### config.mk
export PLATFORM = sky130hd
export DESIGN_NAME = vdm_job_queue
export DESIGN_NICKNAME = d
export VERILOG_FILES = /design/src/hw/rtl/vdm_pkg.sv /design/src/hw/rtl/vdm_job_queue.sv
export SDC_FILE = /design/constraint.sdc
export NUM_CORES = 1
export LEC_CHECK = 0
export ABC_AREA = 1
export ABC_CLOCK_PERIOD_IN_PS = 44400
export BUFFER_PORTS_ARGS = -buffer_cell sky130_fd_sc_hd__buf_2
export CAP_MARGIN = 20
export CORE_AREA = 5 5 200 202
export CTS_CLUSTER_SIZE = 14
export DETAILED_ROUTE_END_ITERATION = 7
export DIE_AREA = 0 0 205 207
export GPL_TIMING_DRIVEN = 0
export HOLD_SLACK_MARGIN = 0.05
export PLACE_DENSITY_LB_ADDON = 0.12
export SYNTH_ARGS = -nofsm -noshare
export SYNTH_HDL_FRONTEND = slang
export SYNTH_SLANG_ARGS = --single-unit
### constraint.sdc
create_clock -name i_clk -period 44.4 [get_ports i_clk]
set_input_delay 13.32 -clock i_clk [delete_from_list [all_inputs] [get_ports i_clk]]
set_output_delay 13.32 -clock i_clk [all_outputs]
set_load 0.005 [all_outputs]
### src/hw/rtl/vdm_pkg.sv
package vdm_pkg;

    // Field and accumulator widths
    localparam int VAL_W    = 16;
    localparam int N_W      = 17;
    localparam int SUM_W    = 32;
    localparam int SQ_W     = 48;
    localparam int DIST_W   = 48;
    localparam int METRIC_W = 2;

    // Defaults for the top-level parameters
    localparam int MAX_LENGTH_DEF    = 65536;
    localparam int FRACTION_BITS_DEF = 16;

    // Job queue between front and back
    localparam int JOB_QUEUE_DEPTH = 2;
    localparam int QC_W            = $clog2(JOB_QUEUE_DEPTH + 1);

    // Metric register codes; the unused code behaves as manhattan
    localparam logic [METRIC_W-1:0] METRIC_EUCLID    = 2'd0;
    localparam logic [METRIC_W-1:0] METRIC_PEARSON   = 2'd1;
    localparam logic [METRIC_W-1:0] METRIC_MANHATTAN = 2'd2;

    localparam logic [DIST_W-1:0] DIST_MAX = {DIST_W{1'b1}};

    // Sums of one finished vector pair
    typedef struct packed {
        logic [N_W-1:0]   pair_count;
        logic [SUM_W-1:0] sum_x;
        logic [SUM_W-1:0] sum_y;
        logic [SQ_W-1:0]  sum_xy;
        logic [SQ_W-1:0]  sum_xx;
        logic [SQ_W-1:0]  sum_yy;
        logic [SUM_W-1:0] sum_abs_diff;
    } t_job;

    typedef enum logic [3:0] {
        B_IDLE,
        B_DISPATCH,
        B_EUC,
        B_MUL,
        B_CHECK,
        B_NORM,
        B_SQX,
        B_SQY,
        B_MULD,
        B_DIVPREP,
        B_DIV,
        B_OUT
    } t_back_state;

    // Clamp a wide distance to the output range
    function automatic logic [DIST_W-1:0] sat_dist(input logic [63:0] v);
        logic [DIST_W-1:0] res;
        if (v > 64'(DIST_MAX)) begin
            res = DIST_MAX;
        end else begin
            res = v[DIST_W-1:0];
        end
        return res;
    endfunction

endpackage

### src/hw/rtl/vdm_job_queue.sv
module vdm_job_queue import vdm_pkg::*; (
    input  logic            i_clk,
    input  logic            i_rst_n,
    input  logic            i_push,
    input  t_job            i_job,
    input  logic            i_pop,
    output logic            o_job_valid,
    output t_job            o_job,
    output logic [QC_W-1:0] o_count
);

    localparam int PW = $clog2(JOB_QUEUE_DEPTH);

    t_job            r_mem [JOB_QUEUE_DEPTH];
    logic [PW-1:0]   r_wr_ptr;
    logic [PW-1:0]   r_rd_ptr;
    logic [QC_W-1:0] r_count;

    function automatic logic [PW-1:0] next_ptr(input logic [PW-1:0] p);
        logic [PW-1:0] res;
        if (p == PW'(JOB_QUEUE_DEPTH - 1)) begin
            res = '0;
        end else begin
            res = p + PW'(1);
        end
        return res;
    endfunction

    always_ff @(posedge i_clk) begin
        if (i_push) begin
            r_mem[r_wr_ptr] <= i_job;
        end
    end

    // Pointers and fill level
    always_ff @(posedge i_clk) begin
        if (!i_rst_n) begin
            r_wr_ptr <= '0;
            r_rd_ptr <= '0;
            r_count  <= '0;
        end else begin
            if (i_push) begin
                r_wr_ptr <= next_ptr(r_wr_ptr);
            end
            if (i_pop) begin
                r_rd_ptr <= next_ptr(r_rd_ptr);
            end
            if (i_push && !i_pop) begin
                r_count <= r_count + QC_W'(1);
            end else if (!i_push && i_pop) begin
                r_count <= r_count - QC_W'(1);
            end
        end
    end

    assign o_job_valid = (r_count != '0);
    assign o_job       = r_mem[r_rd_ptr];
    assign o_count     = r_count;

    a_no_overflow: assert property (@(posedge i_clk) disable iff (!i_rst_n)
        !(i_push && !i_pop && (r_count == QC_W'(JOB_QUEUE_DEPTH))))
        else $error("job queue overflow");

endmodule

# [After elaboration in Yosys (flattened, before gate mapping)]
# Memories as Yosys holds them, arrays and structs flattened. A register that Yosys moved wholly into a read port is not among the register bits.
# Index checks and enable logic that the tools add are counted.
[word_totals] register_bits=4 out_inout_bits=260 memories=1 ram_bits=514
[mem_list] memory="r_mem" words=2 word_bits=257 rd=1 rd_clocked_by_memory_dff=1 write_ports=1 line_no="vdm_job_queue.sv:14" rtl="t_job r_mem [JOB_QUEUE_DEPTH];"
[op_classes] mux=8 n_addsub=4 n_reduce_logical=6
[op_table] op="1-bit two-way mux" n=6
[op_table] op="2-bit two-way mux" n=2
[op_table] op="2-bit nonzero test" n=2
[op_table] op="1-bit adder, second input constant" n=2
[op_table] op="2-bit by 1-bit adder with 2-bit output, second input constant" n=1
[op_table] op="1-bit logical AND" n=2
[op_table] op="1-bit logical NOT" n=2
[op_table] op="2-bit by 1-bit subtractor with 2-bit output, second input constant" n=1

# [Longest topological paths before layout]
# Gate-level depths: netlist of the first run.
[logic_depth] word_depth=4 depth_mapped=8 ltp_nobuf=8

# [Worst setup path after synthesis of the first run]
# No wires, ideal clock.
[synth_path] path_kind="input-to-reg" start="input port i_push" end="memory r_mem[0][0] (netlist bit), enable pin" setup_slack_ns=19.418 arrival_ns=24.095 setup_time_ns=0.887 n_path_buf=0 stages=2 path_cell_list="inv_1 > nor2_1"
[synth_between] elab_chain_len=2
[synth_lines] item="from (decl)" line_no="vdm_job_queue.sv:4" rtl="input logic i_push,"
[synth_lines] item="1-bit two-way mux" line_no="vdm_job_queue.sv:30" rtl="if (i_push) begin"
[synth_lines] item="1-bit two-way mux (implied by the code)" line_no="vdm_job_queue.sv:31" rtl="r_mem[r_wr_ptr] <= i_job;"
[synth_lines] item="to (decl)" line_no="vdm_job_queue.sv:14"
# No other way between the ends.

==> run_results.csv, run 1 <==
group,metric,value,unit
run_status,outcome,"finished clean",
yosys,post-synth-top-count-cell,"edfxtp_1",
yosys,post_synth_mux_area_share,0.190,
yosys,syn_area_per_cell,23.7,sq um
worst_setup_path,crit_path_top_delay_cell,"dfxtp_1",
grt,global_route.usage.met2,0.344,
sta,fin_tns_setup,0,ns
power_and_ir_drop,power.leakage,9.88,nW
grt,overflow,0,
worst_setup_path,timing_worst_setup_path_type,"reg2out",
clock_network,cts_num_sinks,519,
detailed_routing,drt-initial-drc-count,468,
sta,report.final.slew_viol_count,0,
worst_setup_path,cp.arrival,1.89,ns
grt,grt_start_max_net_pins,114,
power_and_ir_drop,pwr-share-seq,0.536,
yosys,dominant_combinational_cell_family_by_area_after_synthesis,"multiplexers",
clock_network,number_of_h_tree_levels,2,
hold_path,hold_path_class,"reg2reg",
floorplan,start_util,0.519,
yosys,synth.top_cell.area_share,0.780,
final_layout,flow.area_growth_from_synthesis,25.7,%
clock_network,hold_buffers,0,
grt,grt_pass1_vias,10354,
clock_network,cts_clk_pin_slew_worst_paths,0.05,ns
yosys,synthDominantAreaCellType,"edfxtp_1",
placed_design,routability_congestion_estimate,0.761,
clock_network,clockBufferDepth,3,
sta,timing_worst_slew_pin_value,0.734,ns
flow_run,max_cap_viols,0,
final_layout,postLayoutCoreUtil,0.652,
detailed_routing,drcViolationCount,0,
floorplan,coreArea,0.0381,sq mm
clock_network,post_cts_resize_count,0,
clock_network,cts_tree,"yes",
placed_design,portBuffers,520,
sta,grt_setup_unrepaired,"no",
detailed_routing,drt-pass1-iter-count,5,
worst_setup_path,path_delay_family,"buffers and inverters",
yosys,synth.net_count,1096,
power_and_ir_drop,p_per_area,43.1,mW/mm^2
sta,final.period_utilization,0.343,
worst_setup_path,critical_path.startpoint_type,"register",
worst_setup_path,worstPathCellList,"buf_6 -> buf_8 -> buf_8 -> mux2_4 -> buf_2",
sta,post_route_minimum_period,15.21,ns
worst_setup_path,worstRegToRegCells,4,
grt,busiest_layer,"met2",
power_and_ir_drop,netSwitchingPower,0.000225,W
final_layout,drive_above_1_share,0.603,
grt,globalRouteTotalUtil,0.203,
worst_setup_path,worst_r2r_startpoint,"r_wr_ptr",
detailed_routing,average_via_count_per_standard_cell,4.95,
worst_setup_path,cp_data_required_time,31.08,ns
sta,finalHoldViolCount,0,
worst_setup_path,setup.reg_to_reg.worst_slack,42.43,ns
detailed_routing,dr_total_vias,9855,
yosys,netlist_area,0.0198,sq mm
yosys,synth_simple_gate_area_share,0.00361,
detailed_routing,routedWlPerCell,22.4,um
grt,groute.layer.met1.usage,0.226,
yosys,ys.warnings.count,0,
sta,remaining_max_slew_budget_at_the_tightest_pin,0.509,
hold_path,worst_hold_path.num_cells,2,
worst_setup_path,worst-path-max-fanout,10,
clock_network,number_of_cts_inserted_buffers,52,
detailed_routing,route.final.wire_length,44600,um
yosys,synth-seq-area-share,0.785,
yosys,synth_top_cells_by_count,"514 x edfxtp_1, 230 x mux2_4, 27 x mux2_2",
clock_network,cts.repair_timing.setup_buffer_count,0,
worst_setup_path,max_stage_delay,0.32,ns
grt,grt_first_pass_wirelength,64500,um
grt,grt_antenna_before_repair,24,
power_and_ir_drop,swShare,0.210,
worst_setup_path,path_buf_inv,4,
yosys,async_flop_share,0,
placed_design,detailed_place_hpwl,32400,um
clock_network,root_buffer,"clkbuf_16",
power_and_ir_drop,combinationalPowerShare,0.107,
sta,clock-skew-final,0.0137,ns
floorplan,floorplan.io_pins,521,
detailed_routing,drtAntennaViolNets,0,
yosys,post_synth_main_area_contributors,"edfxtp_1 78%, mux2_4 17%, mux2_2 1.5%",
yosys,dominantRegCellSynth,"edfxtp_1",
power_and_ir_drop,p_int,0.000846,W
worst_setup_path,timing.rr.end,"r_mem[0][101]",
worst_setup_path,crit_path_end_kind,"primary output",
hold_path,hp-start,"r_rd_ptr",
floorplan,die_y,207,um
power_and_ir_drop,share_clk_of_total_power,0.358,
floorplan,core.rowCount,72,
yosys,postSynthRegisterBits,519,
clock_network,clk-insertion-delay-late,0.57,ns
grt,globalRouteMet3Util,0.0838,
sta,achievable-frequency,65.7,MHz
floorplan,die_x,205,um
yosys,synth_compound_area_frac,0.000506,
worst_setup_path,timing.critical_path.mode_cell,"buf_8",
yosys,cells_after_synth,834,
yosys,yosys.area_share.adder,0.000633,
power_and_ir_drop,ir_worst_vdd,0.0000372,V
sta,setup_violations,0,
floorplan,die_area,0.0424,sq mm
final_layout,number_of_nets_in_the_final_layout,1683,
yosys,count_of_flip_flops_with_a_built_in_enable_after_synthesis,514,
yosys,synthXorXnorAreaFrac,0,
yosys,synth_cell_type_count,16,
metal layers:
metal / vias to the layer above / wire [um]
met1: 4828 / 15600
li1: 4521 / -
met3: 101 / 4560
met5: - / 123
met4: 18 / 1520
met2: 387 / 22800
cells by family (layout without fill, tap and decap cells):
group           Yosys count  in the layout
buf+inv                  37            657
compound gates            2              2
simple gates             18             18
mux                     257            257
fa+ha+maj                 1              1
other cells               0             17
flops                   519            519
area by class of cell:
class | count | area, sq um
Tap cell | 518 | 648
Fill cell | 2678 | 13200
Clock buffer | 69 | 1390
Antenna cell | 17 | 42.5
Clock inverter | 18 | 73.8
Sequential cell | 519 | 15500
Multi-Input combinational cell | 278 | 3860
Timing Repair Buffer | 533 | 2920
Inverter | 8 | 37.5
Buffer | 29 | 364
worst max path at each step:
stage | startpoint | to | depth (start not counted)
floorplan | i_push | r_mem[0][0] | 2
global placement | i_push | r_mem[0][80] | 3
detailed placement | i_push | r_mem[0][80] | 6
CTS | register | o_job[121] | 5
global route | register | o_job[121] | 5
finish | register | o_job[121] | 5
state kept, by name, indices dropped and copies added (netlist names), named ones only:
register,cells
r_wr_ptr,1
o_count,2
r_rd_ptr,1
r_mem,514
worst min-delay path: cells and delay by family (launching register included):
| kind | cells | cell delay (ns) |
|---|---|---|
| flops | 1 | 0.33 |
| simple gates | 2 | 0.14 |
power groups by stage:
stage / logic [W] / registers [W] / clock network [W]
floorplan: 0.0000608 / 0.000591 / 0
global placement: 0.000109 / 0.000597 / 0
detailed placement: 0.000116 / 0.000584 / 0
global route: 0.000122 / 0.000576 / 0.000416
CTS: 0.000116 / 0.000574 / 0.000395
finish: 0.000114 / 0.000574 / 0.000383
per-stage QoR:
step	area [sq um]	total power, W	setup WS [ns]	instances	hold slack [ns]
after global placement	23000	0.000706	12.66	1872	0.479
after global routing	24800	0.00111	29.09	1982	0.559
after detailed placement	23400	0.000700	29.25	1885	0.499
after CTS	24800	0.00109	29.12	1972	0.513
final	24900	0.00107	29.19	1989	0.512
after floorplan	19800	0.000652	19.42	834	0.463
cell usage in the layout (no fill, tap or decap):
master      synthesis  final
nor2_1              7      6
nand2_1             9      9
dfxtp_1             5      5
clkinv_1            0     15
buf_16              0      7
o21ai_0             1      1
clkbuf_16           0     53
diode_2             0     17
ha_1                1      1
mux2_4            230    230
clkinvlp_4          0      1
buf_12              1      7
buf_6              15     15
mux2_2             27     27
a21oi_1             1      1
buf_8              11     11
inv_8               0      1
buf_2               2    522
clkinv_2            0      2
inv_1               8      7
nand4_1             1      1
edfxtp_1          514    514
nand3_1             1      1
clkbuf_1            0     16
nor2_4              0      1
No activity file was read; power rests on OpenSTA's default activity.
==> run 2: changes to the inputs <==
- ABC_AREA: 1 -> 0
- ABC_CLOCK_PERIOD_IN_PS: 44400 -> 13400
- CORE_AREA: 5 5 200 202 -> default
- CORE_MARGIN: default -> 5
- CORE_UTILIZATION: default -> 48
- DIE_AREA: 0 0 205 207 -> default
- clock period: 44.4 -> 13.4 ns (I/O delays scaled with it)
==> run 2 against run 1 <==
  * Register-to-register slack worse by 31 ns
  * Sequential power grew to 3.3 times the previous value
  * Combinational power grew to 3.8 times the previous value
  * Critical path depth unchanged
  * Die area increased by 6.9%
  * Clock power grew to 3.8 times the previous value
  * Hold slack better by 0.031 ns
  * Non-clock buffer count increased by 3
  * Via count is 0.85% lower
  * Sequential share of layout area decreased by 0.85 points
  * Synthesized cell count shrank 1.6%
  * Largest power group unchanged
==> run_results.csv, run 2 <==
group,metric,value,unit
run_status,outcome,"finished clean",
power_and_ir_drop,combinationalPowerShare,0.114,
clock_network,cts_num_sinks,519,
yosys,synth-seq-area-share,0.786,
sta,final.period_utilization,0.442,
sta,grt_setup_unrepaired,"no",
detailed_routing,drtAntennaViolNets,0,
yosys,post_synth_main_area_contributors,"edfxtp_1 78%, mux2_4 17%, mux2_2 1.5%",
grt,grt_first_pass_wirelength,64000,um
sta,timing_worst_slew_pin_value,0.652,ns
yosys,post_synth_mux_area_share,0.190,
placed_design,portBuffers,520,
final_layout,final-instance-count-excl-fill,1997,
clock_network,cts_clk_pin_slew_worst_paths,0.06,ns
final_layout,drive_above_1_share,0.617,
floorplan,coreArea,0.0408,sq mm
flow_run,max_cap_viols,0,
detailed_routing,drcViolationCount,0,
worst_setup_path,max_stage_delay,0.33,ns
power_and_ir_drop,netSwitchingPower,0.000798,W
hold_path,hold_path_class,"reg2reg",
power_and_ir_drop,power.total,0.00378,W
floorplan,core.rowCount,74,
final_layout,top_register,"r_mem",
worst_setup_path,worst-path-max-fanout,10,
yosys,post-synth-top-count-cell,"edfxtp_1",
final_layout,mostFrequentLayoutCell,"buf_2",
sta,clock-skew-final,0.0160,ns
yosys,postSynthRegisterBits,519,
yosys,synthDominantAreaCellType,"edfxtp_1",
worst_setup_path,crit_path_top_delay_cell,"dfxtp_1",
yosys,synth.net_count,1083,
worst_setup_path,timing.critical_path.mode_cell,"buf_8",
clock_network,hold_buffers,0,
placed_design,post-place-cells,1889,
worst_setup_path,cp_data_required_time,9.38,ns
yosys,dominant_combinational_cell_family_by_area_after_synthesis,"multiplexers",
sta,remaining_max_slew_budget_at_the_tightest_pin,0.565,
grt,grt_start_max_net_pins,61,
detailed_routing,dr_total_vias,9771,
floorplan,die_area,0.0453,sq mm
clock_network,root_buffer,"clkbuf_16",
detailed_routing,average_via_count_per_standard_cell,4.89,
worst_setup_path,crit_path_end_kind,"primary output",
grt,globalRouteTotalUtil,0.191,
clock_network,cts.repair_timing.setup_buffer_count,0,
final_layout,multi_input_comb_area,0.00388,sq mm
sta,fin_hold_ws,0.543,ns
detailed_routing,route.final.wire_length,45100,um
worst_setup_path,timing.critical_path.depth,5,
worst_setup_path,path_delay_family,"buffers and inverters",
detailed_routing,drt-pass1-iter-count,4,
floorplan,die_y,213,um
yosys,synth_compound_area_frac,0.00101,
final_layout,layout.filler_cells,3005,
power_and_ir_drop,ir_worst_vdd,0.000109,V
yosys,ys.warnings.count,0,
worst_setup_path,path_buf_inv,4,
detailed_routing,routedWlPerCell,22.6,um
yosys,yosys.area_share.adder,0.000633,
floorplan,start_util,0.484,
yosys,netlist_area,0.0198,sq mm
yosys,synth_cell_type_count,19,
clock_network,post_cts_resize_count,0,
floorplan,floorplan.io_pins,521,
sta,finalHoldViolCount,0,
worst_setup_path,worstPathCellList,"buf_6 -> buf_8 -> buf_8 -> mux2_4 -> buf_2",
final_layout,final-seq-area,0.0155,sq mm
yosys,synth.top_cell.area_share,0.781,
final_layout,number_of_nets_in_the_final_layout,1675,
yosys,dominantRegCellSynth,"edfxtp_1",
power_and_ir_drop,swShare,0.211,
grt,grt_pass1_vias,10331,
clock_network,number_of_h_tree_levels,2,
yosys,count_of_flip_flops_with_a_built_in_enable_after_synthesis,514,
grt,grt_antenna_before_repair,21,
placed_design,detailed_place_hpwl,33400,um
yosys,synthXorXnorAreaFrac,0.00133,
sta,post_route_minimum_period,5.93,ns
worst_setup_path,worstRegToRegCells,3,
final_layout,stdcell_area,0.0252,sq mm
yosys,syn_area_per_cell,24.1,sq um
yosys,synth_top_cells_by_count,"514 x edfxtp_1, 230 x mux2_4, 27 x mux2_2",
clock_network,number_of_cts_inserted_buffers,54,
placed_design,routability_congestion_estimate,0.750,
sta,achievable-frequency,169,MHz
clock_network,cts_tree,"yes",
final_layout,flow.area_growth_from_synthesis,27.5,%
worst_setup_path,timing_worst_setup_path_type,"reg2out",
power_and_ir_drop,share_clk_of_total_power,0.384,
sta,setup_violations,0,
yosys,synth_simple_gate_area_share,0.00253,
power_and_ir_drop,p_int,0.00298,W
power_and_ir_drop,pwr-share-seq,0.502,
hold_path,worst_hold_path.num_cells,2,
grt,overflow,0,
clock_network,clk-insertion-delay-late,0.59,ns
detailed_routing,drt-initial-drc-count,388,
worst_setup_path,critical_path.startpoint_type,"register",
final_layout,number_of_flip_flops_under_the_largest_register_name,514,
final_layout,mostFrequentLayoutCells,"522 x buf_2, 514 x edfxtp_1, 230 x mux2_4",
sta,fin_tns_setup,0,ns
sta,report.final.slew_viol_count,0,
yosys,cells_after_synth,821,
placed_design,postPlaceCellArea,0.0234,sq mm
clock_network,clockBufferDepth,3,
floorplan,die_x,213,um
power_and_ir_drop,power.leakage,10.0,nW
yosys,async_flop_share,0,
power_and_ir_drop,p_per_area,150,mW/mm^2
worst_setup_path,cp.arrival,1.91,ns
[run 2: changes by cell type in the layout (fill, tap and decap cells not counted), moves of 6 or more]
| cell | before | now |
|---|---|---|
| nand2_1 | 9 | 0 |
| diode_2 | 17 | 9 |
| inv_1 | 7 | 1 |
| clkinv_2 | 2 | 8 |
| clkbuf_1 | 16 | 10 |
| nor2_1 | 6 | 0 |
[run 2: power groups by stage]
stage	registers [W]	logic, W	clock network (W)
global route	0.00190	0.000462	0.00157
detailed placement	0.00193	0.000438	0
global placement	0.00196	0.000414	0
floorplan	0.00195	0.000235	0
CTS	0.00190	0.000440	0.00149
finish	0.00190	0.000430	0.00145
[run 2: worst min-delay path: cells and delay by family, from the launching register on]
kind            cells  cell delay [ns]
compound gates      2             0.15
flops               1             0.34
[run 2: path summary, 6_finish.rpt]
kind / startpoint / slack (ns) / endpoint
max: register / 7.47 / o_job[148]
min: o_count[1] / 0.54 / o_count[1]
max reg2reg: r_wr_ptr / 11.37 / r_mem[1][249]
min reg2reg: o_count[1] / 0.54 / o_count[1]
[run 2: per-stage QoR]
| stage | setup slack [ns] | utilization |
|---|---|---|
| detailed placement | 7.48 | 0.574 |
| finish | 7.47 | 0.617 |
| floorplan | 2.23 | - |
| global placement | -2.09 | 0.564 |
| global route | 7.37 | 0.617 |
| CTS | 7.38 | 0.617 |
[run 2: kinds of logic after synthesis]
family,Yosys count
AND/OR/NAND/NOR,8
XOR/XNOR,3
buffers and inverters,30
adder cells (fa/ha/maj),1
AO/OA/AOI/OAI,3
multiplexers,257
flip-flops,519
[run 2: cell type report]
class | count | area share
Sequential cell | 519 | 0.616
Clock inverter | 32 | 0.0109
Multi-Input combinational cell | 272 | 0.154
Tap cell | 532 | 0.0264
Buffer | 29 | 0.0144
Timing Repair Buffer | 536 | 0.119
Inverter | 1 | 0.000149
Antenna cell | 9 | 0.000894
Clock buffer | 67 | 0.0581
[run 2: routing by layer]
layer / track usage / wire length, um / vias up
met1: 0.212 / 16100 / 4806
met4: 0.0603 / 935 / 24
met3: 0.0951 / 5160 / 80
met5: 0 / 165 / -
li1: - / - / 4492
met2: 0.325 / 22800 / 369
